$ cat src/design/frq_pkg.sv
// ----------------------------------------------------------------------------
// frq_pkg: shared types and constants of the run queue
// Transaction structs, mode codes, per-cell control group and defaults.
// ----------------------------------------------------------------------------
package frq_pkg;

   localparam int DEPTH_DEF     = 16;
   localparam int TASK_BITS_DEF = 16;

   localparam int MODE_W  = 2;
   localparam int TASK_W  = 16;
   localparam int COUNT_W = 5;

   localparam logic [MODE_W-1:0] MODE_ENQUEUE = 2'd0;
   localparam logic [MODE_W-1:0] MODE_DEQUEUE = 2'd1;
   localparam logic [MODE_W-1:0] MODE_REMOVE  = 2'd2;

   typedef struct packed {
      logic [MODE_W-1:0] mode;
      logic [TASK_W-1:0] task_id;
   } frq_req_type;

   typedef struct packed {
      logic               ok;
      logic [TASK_W-1:0]  taken_task;
      logic [TASK_W-1:0]  front_task;
      logic [COUNT_W-1:0] count;
      logic               empty_res;
      logic               full_res;
   } frq_rsp_type;

   // per-cycle command broadcast to every cell
   typedef struct packed {
      logic clear;
      logic dequeue;
      logic remove;
      logic enqueue;
   } frq_ctl_type;

endpackage

$ cat src/design/frq_cell.sv
// ----------------------------------------------------------------------------
// frq_cell: one queue slot
// Holds one task, compares it against the broadcast task, passes a found
// flag toward the back and takes its back neighbor's task when compacting.
// ----------------------------------------------------------------------------
module frq_cell #(
   parameter int TASK_BITS = 16,
   parameter int CNT_W     = 5,
   parameter int POS       = 0
) (
   input  logic                   clock,
   input  frq_pkg::frq_ctl_type   ctl,
   input  logic [TASK_BITS-1:0]   task_in,
   input  logic [CNT_W-1:0]       count_in,
   input  logic [TASK_BITS-1:0]   next_entry,
   input  logic                   found_in,
   output logic [TASK_BITS-1:0]   entry,
   output logic                   found_out
);
   import frq_pkg::*;

   logic [TASK_BITS-1:0] entry_ff;
   logic [TASK_BITS-1:0] entry_in;
   logic                 at_back;

   assign at_back   = (count_in == CNT_W'(POS));
   assign found_out = found_in | (entry_ff == task_in);
   assign entry     = entry_ff;

   always_comb begin
      entry_in = entry_ff;
      if (ctl.clear) begin
         entry_in = '0;
      end else if (ctl.dequeue) begin
         entry_in = next_entry;
      end else if (ctl.remove && found_out) begin
         // this slot and everything behind the match moves up one
         entry_in = next_entry;
      end else if (ctl.enqueue && at_back) begin
         entry_in = task_in;
      end
   end

   always_ff @(posedge clock) begin
      entry_ff <= entry_in;
   end

endmodule

$ cat src/design/fifo_run_queue_with_removal_top.sv
// ----------------------------------------------------------------------------
// fifo_run_queue_with_removal_top: FIFO run queue with removal by task id
// Row of slot cells, front at slot 0, with count and capacity control.
// ----------------------------------------------------------------------------
// Usage:
//   A transaction is taken on a rising edge with start high and busy low;
//   req_data carries the mode (enqueue, dequeue, remove) and the task id.
//   busy stays low: every slot cell compares, shifts and loads in the same
//   cycle, so one transaction is taken per clock.
//   The result appears on rsp_data with rsp_valid high for exactly one cycle,
//   the cycle after the transaction is taken. The receiver cannot stall;
//   results are never held.
//   The search for a remove runs as a found flag passed from cell to cell,
//   front to back, in the same cycle as the transaction is taken.
//   csr_data sets the capacity (0 taken as 1, above DEPTH taken as DEPTH);
//   csr_ready is always high and a write empties the queue. Write it only
//   while no transaction is in flight.
//   Synchronous reset empties the queue and sets capacity to DEPTH.
// ----------------------------------------------------------------------------
module fifo_run_queue_with_removal_top #(
   parameter int DEPTH     = frq_pkg::DEPTH_DEF,
   parameter int TASK_BITS = frq_pkg::TASK_BITS_DEF
) (
   input  logic                 clock,
   input  logic                 reset,
   input  logic                 start,
   output logic                 busy,
   input  frq_pkg::frq_req_type req_data,
   output logic                 rsp_valid,
   output frq_pkg::frq_rsp_type rsp_data,
   input  logic                 csr_valid,
   output logic                 csr_ready,
   input  logic [frq_pkg::COUNT_W-1:0] csr_data
);
   import frq_pkg::*;

   localparam int CNT_W = $clog2(DEPTH + 1);

   logic [TASK_BITS-1:0] entries [DEPTH];
   logic [DEPTH:0]       found_chain;
   logic [TASK_BITS-1:0] task_w;
   logic [31:0]          task_ext;
   logic [31:0]          front_ext;
   logic [31:0]          taken_ext;
   logic [31:0]          count_ext;
   logic [31:0]          cap_ext;
   frq_ctl_type          ctl;

   logic                 accept;
   logic                 task_nz;
   logic                 enq_ok;
   logic                 deq_ok;
   logic                 rm_ok;
   logic                 csr_write;

   logic [CNT_W-1:0]     count_ff, count_in;
   logic [CNT_W-1:0]     cap_ff, cap_in;
   logic                 rsp_valid_ff, rsp_valid_in;
   logic                 ok_ff, ok_in;
   logic [TASK_BITS-1:0] taken_ff, taken_in;

   assign busy      = 1'b0;
   assign csr_ready = 1'b1;
   assign accept    = start & ~busy;
   assign csr_write = csr_valid & csr_ready;

   assign task_ext = {16'b0, req_data.task_id};
   assign task_w   = task_ext[TASK_BITS-1:0];
   assign task_nz  = (task_w != '0);

   assign enq_ok = accept && (req_data.mode == MODE_ENQUEUE) && task_nz
                   && (count_ff < cap_ff);
   assign deq_ok = accept && (req_data.mode == MODE_DEQUEUE) && (count_ff != '0);
   // empty slots hold zero, so a nonzero task never matches past the back
   assign rm_ok  = accept && (req_data.mode == MODE_REMOVE) && task_nz
                   && found_chain[DEPTH];

   always_comb begin
      ctl.clear   = reset | csr_write;
      ctl.dequeue = deq_ok;
      ctl.remove  = rm_ok;
      ctl.enqueue = enq_ok;
   end

   assign found_chain[0] = 1'b0;

   for (genvar i = 0; i < DEPTH; i++) begin : g_cell
      logic [TASK_BITS-1:0] next_w;
      if (i == DEPTH - 1) begin : g_last
         assign next_w = '0;
      end else begin : g_mid
         assign next_w = entries[i+1];
      end
      frq_cell #(
         .TASK_BITS (TASK_BITS),
         .CNT_W     (CNT_W),
         .POS       (i)
      ) u_cell (
         .clock      (clock),
         .ctl        (ctl),
         .task_in    (task_w),
         .count_in   (count_ff),
         .next_entry (next_w),
         .found_in   (found_chain[i]),
         .entry      (entries[i]),
         .found_out  (found_chain[i+1])
      );
   end

   // capacity clamp to 1..DEPTH
   always_comb begin
      cap_ext = {27'b0, csr_data};
      if (cap_ext == 32'd0) begin
         cap_ext = 32'd1;
      end else if (cap_ext > 32'(DEPTH)) begin
         cap_ext = 32'(DEPTH);
      end
      cap_in = cap_ff;
      if (csr_write) begin
         cap_in = cap_ext[CNT_W-1:0];
      end
   end

   always_comb begin
      count_in = count_ff;
      if (csr_write) begin
         count_in = '0;
      end else if (enq_ok) begin
         count_in = count_ff + CNT_W'(1);
      end else if (deq_ok || rm_ok) begin
         count_in = count_ff - CNT_W'(1);
      end
      rsp_valid_in = accept;
      ok_in        = enq_ok | deq_ok | rm_ok;
      taken_in     = deq_ok ? entries[0] : '0;
   end

   always_ff @(posedge clock) begin
      if (reset) begin
         count_ff     <= '0;
         cap_ff       <= CNT_W'(DEPTH);
         rsp_valid_ff <= 1'b0;
         ok_ff        <= 1'b0;
      end else begin
         count_ff     <= count_in;
         cap_ff       <= cap_in;
         rsp_valid_ff <= rsp_valid_in;
         ok_ff        <= ok_in;
      end
      taken_ff <= taken_in;
   end

   // status reflects the state left by the transaction just completed
   assign front_ext = 32'(entries[0]);
   assign taken_ext = 32'(taken_ff);
   assign count_ext = 32'(count_ff);

   assign rsp_valid = rsp_valid_ff;

   always_comb begin
      rsp_data.ok         = ok_ff;
      rsp_data.taken_task = taken_ext[TASK_W-1:0];
      rsp_data.front_task = front_ext[TASK_W-1:0];
      rsp_data.count      = count_ext[COUNT_W-1:0];
      rsp_data.empty_res  = (count_ff == '0);
      rsp_data.full_res   = (count_ff >= cap_ff);
   end

endmodule
$ cat config.mk
export PLATFORM = sky130hd
export DESIGN_NAME = fifo_run_queue_with_removal_top
export DESIGN_NICKNAME = d
export VERILOG_FILES = /design/src/design/frq_pkg.sv /design/src/design/frq_cell.sv /design/src/design/fifo_run_queue_with_removal_top.sv
export SDC_FILE = /design/constraint.sdc
export NUM_CORES = 1
export LEC_CHECK = 0
export ABC_AREA = 0
export CAP_MARGIN = 25
export CORE_MARGIN = 4
export CORE_UTILIZATION = 55
export DETAILED_ROUTE_END_ITERATION = 10
export DONT_BUFFER_PORTS = 1
export PLACE_DENSITY = 0.7
export SLEW_MARGIN = 10
export SYNTH_ARGS = -nofsm -noshare
export SYNTH_HDL_FRONTEND = slang
export SYNTH_HIERARCHICAL = 1
export SYNTH_SLANG_ARGS = --single-unit
$ cat constraint.sdc
create_clock -name clock -period 29.4 [get_ports clock]
set_input_delay 8.82 -clock clock [delete_from_list [all_inputs] [get_ports clock]]
set_output_delay 8.82 -clock clock [all_outputs]
set_load 0.005 [all_outputs]
==> results.cfg <==
[critical_path]
crit_chain = xor2_1 > nor4_1 > a41o_2 > a41o_2 > a41o_2 > a41o_2 > a41o_2 > a41o_2 > a41o_2 > a41o_2 > a41o_2 > a41o_2 > a41o_2 > a41o_2 > a41o_2 > a41o_2 > a41o_2 > a41o_2 > and3_2 > buf_4 > nor2_1 > buf_4 > a211oi_1 > a211oi_1
critPathMostFrequentCell = a41o_2
crit_cells = 24
end_kind = register
criticalPathCategory = in -> reg
critPathBufInv = 2
regToRegSetupSlack_ps = 22260
cp_top_family = compound AO/OA/AOI/OAI gates
cp-startpoint = req_data[1]
crit_path_end = g_cell[0].u_cell/entry[9]
required_ps = 29850
r2r-end = g_cell[0].u_cell/entry[9]
crit_slowest_cell = nor2_1
cp.arrival_ps = 15380
cp-start-kind = input port
crit_fanout = 33
worstReg2RegStart = g_cell[0].u_cell/entry[14]
cpPeakStageDelay_ps = 580
r2r_cells = 24

[power_and_ir_drop]
ir_drop_mv = 0.0414
leakage_nw = 7.57
p_per_area_mw_per_mm2 = 45.2

[synthesis]
syn_avg_cell_area_sq_um = 11.1
netlist_area_sq_mm = 0.0191
yosysWarnings = 6
synth_edf_count = 0
synth_ff_type = dfxtp_1
synthArstFlopShare_pct = 0
synthCells = 1720
ys_ff_latch = 284
ys_seq_area_share_pct = 29.8
synth.distinct_cells = 56

[grt]
grt_usage_pct = 24.4
grt_start_max_net_pins = 119
grt_pass1_vias = 14086
grt_pass1_wl_um = 77500
gr-total-overflow = 0
antenna_found_initial = 0

[routing]
antenna_left = 0
dr.pass1.iters = 9
vias = 14098
wl_um = 47700
vias_per_cell = 6.51
drcViolationCount = 0
drt_iter0_markers = 946
post_drt_wl_per_cell_um = 22.0

[cts]
postCtsSetupBuffers = 0
cts_tree = yes
ctsResizeCount = 0
cts.clk_slew.worst_paths_ps = 60
cts_buffer_depth = 3
postCtsHoldBufs = 0
cts_buffers = 35
cts-root-buf = clkbuf_16
htree_levels = 2
clock_latency_ps = 540
cts.sinks = 284

[floorplanning]
die-area_sq_mm = 0.0377
die_x_um = 194
num_rows = 67
die_h_um = 194
start_util_pct = 56.4
core-area_sq_mm = 0.0339
pin_count = 70

[run_status]
status = complete, no violations

[layout]
fin_cells = 2167
fill_cells = 2824
final_core_util_pct = 60.4
drive_gt1_share_pct = 29.4
syn2layout_area_growth_pct = 7.17
antennaDiodeCount = 0
nNetsFinal = 1731
postLayoutCellArea_sq_mm = 0.0205

[sta]
fin_crit_sh_pct = 50.8
whs_ps = 509
setup_tns_ps = 0
tightest_slew_ps = 1020
skew_ps = 20.7
min_period_ps = 14940
finalMaxSlewViolations = 0
rsz0062_at_grt = false
setup_viol = 0
clock.fmax_mhz = 66.9
final_hold_viol_count = 0
relSlewSlack_pct = 32.3

[place]
port_buffers = 0
dpl-instance-area_sq_mm = 0.0192
hpwlAfterDp_um = 30800
placedCellCount = 2097
gp_congestion = 0.803

[hold_path]
min_path_type = reg -> reg

[job]
maxCapViolations = 0
[layer usage]
layer | GRT usage [%] | vias up | wire length (um)
li1 | - | 6695 | -
met1 | 32.8 | 7003 | 21700
met2 | 40.5 | 321 | 22600
met3 | 4.59 | 79 | 2370
met4 | 6.22 | 0 | 1010
met5 | 0 | - | 0
[kinds of logic after synthesis]
family | count (synthesis) | share of synthesized area, %
AOI/OAI and AO/OA | 574 | 32.0
xor gates and xnor gates | 258 | 11.8
adders and majority gates | 9 | 0.629
buffers and inverters | 143 | 4.79
DFF | 284 | 29.8
muxes | 256 | 13.4
other | 2 | 0.0393
and+or+nand+nor | 194 | 7.48
[flip-flops by register name, summed over array words and instances (netlist names)]
name,cells
cap_ff,5
count_ff,5
taken_ff,16
rsp_valid,1
g_cell.u_cell/entry,256
ok_ff,1
[worst min-delay path by stage]
stage               cells after the start        end      start
finish                                  2  cap_ff[0]  cap_ff[0]
global placement                        2  cap_ff[0]  cap_ff[0]
global route                            2  cap_ff[0]  cap_ff[0]
CTS                                     2  cap_ff[0]  cap_ff[0]
detailed placement                      2  cap_ff[0]  cap_ff[0]
floorplan                               2  cap_ff[0]  cap_ff[0]
[worst min-delay path: cells and delay by family (launching register included)]
kind | cells | cell delay, ps
flip-flops | 1 | 330
AND/OR/NAND/NOR | 1 | 70
AO/OA/AOI/OAI | 1 | 70
[final cells by class]
class	instances	area (sq um)	share of cell area, %
well taps	448	561	2.74
repair buffers	54	485	2.37
multi-input cells	1311	12600	61.5
clock inverters	6	58.8	0.288
flip-flops and latches	284	5690	27.8
inverters	9	41.3	0.202
clock buffers	55	1050	5.14
[cell usage after synthesis (all sizes together) (2+ instances only)]
cell / number / area [sq um]
nand4: 19 / 219
nor2: 38 / 143
conb: 2 / 7.51
inv: 9 / 33.8
nor4b: 5 / 43.8
and3: 5 / 31.3
ha: 8 / 100
nor4bb: 6 / 60.1
nand2b: 2 / 12.5
nor4: 69 / 588
o21ai: 4 / 20.0
mux2i: 256 / 2560
dfxtp: 284 / 5690
nand2: 4 / 15.0
a21oi: 26 / 310
clkbuf: 51 / 191
nand3b: 9 / 67.6
xnor2: 2 / 17.5
xor2: 256 / 2240
nor3b: 3 / 22.5
and2: 16 / 100
nand4b: 3 / 26.3
nor3: 6 / 41.3
a21o: 2 / 15.0
a2bb2oi: 2 / 17.5
a211oi: 512 / 5450
nor2b: 3 / 18.8
buf: 83 / 688
nand3: 2 / 10.0
a41o: 16 / 180
[power breakdown]
group | switching (mW) | total (mW) | internal [mW]
Sequential | 0.00870 | 0.401 | 0.393
Combinational | 0.0629 | 0.101 | 0.0382
Clock | 0.170 | 0.423 | 0.253
[cells in the final DEF (no fill, tap or decap), types with 10 or more instances in the layout]
master	Yosys	final
a41o_2	16	16
clkbuf_16	0	35
nand4_2	16	16
nor4_1	44	44
xor2_1	256	256
a21oi_1	10	10
mux2i_1	256	256
and2_1	16	16
nor4_2	25	25
clkbuf_1	51	10
a21oi_4	16	16
dfxtp_1	284	284
a211oi_2	320	320
conb_1	2	20
clkbuf_8	0	10
buf_4	8	44
a211oi_1	192	192
nor2_1	38	38
[per-stage QoR]
| step | setup slack (ps) | power, mW |
|---|---|---|
| floorplan | 13930 | 0.491 |
| global placement | 14090 | 0.507 |
| detailed placement | 13970 | 0.509 |
| CTS | 14520 | 0.933 |
| global route | 14220 | 0.959 |
| finish | 14460 | 0.925 |
(Power assumes the default switching activity.)
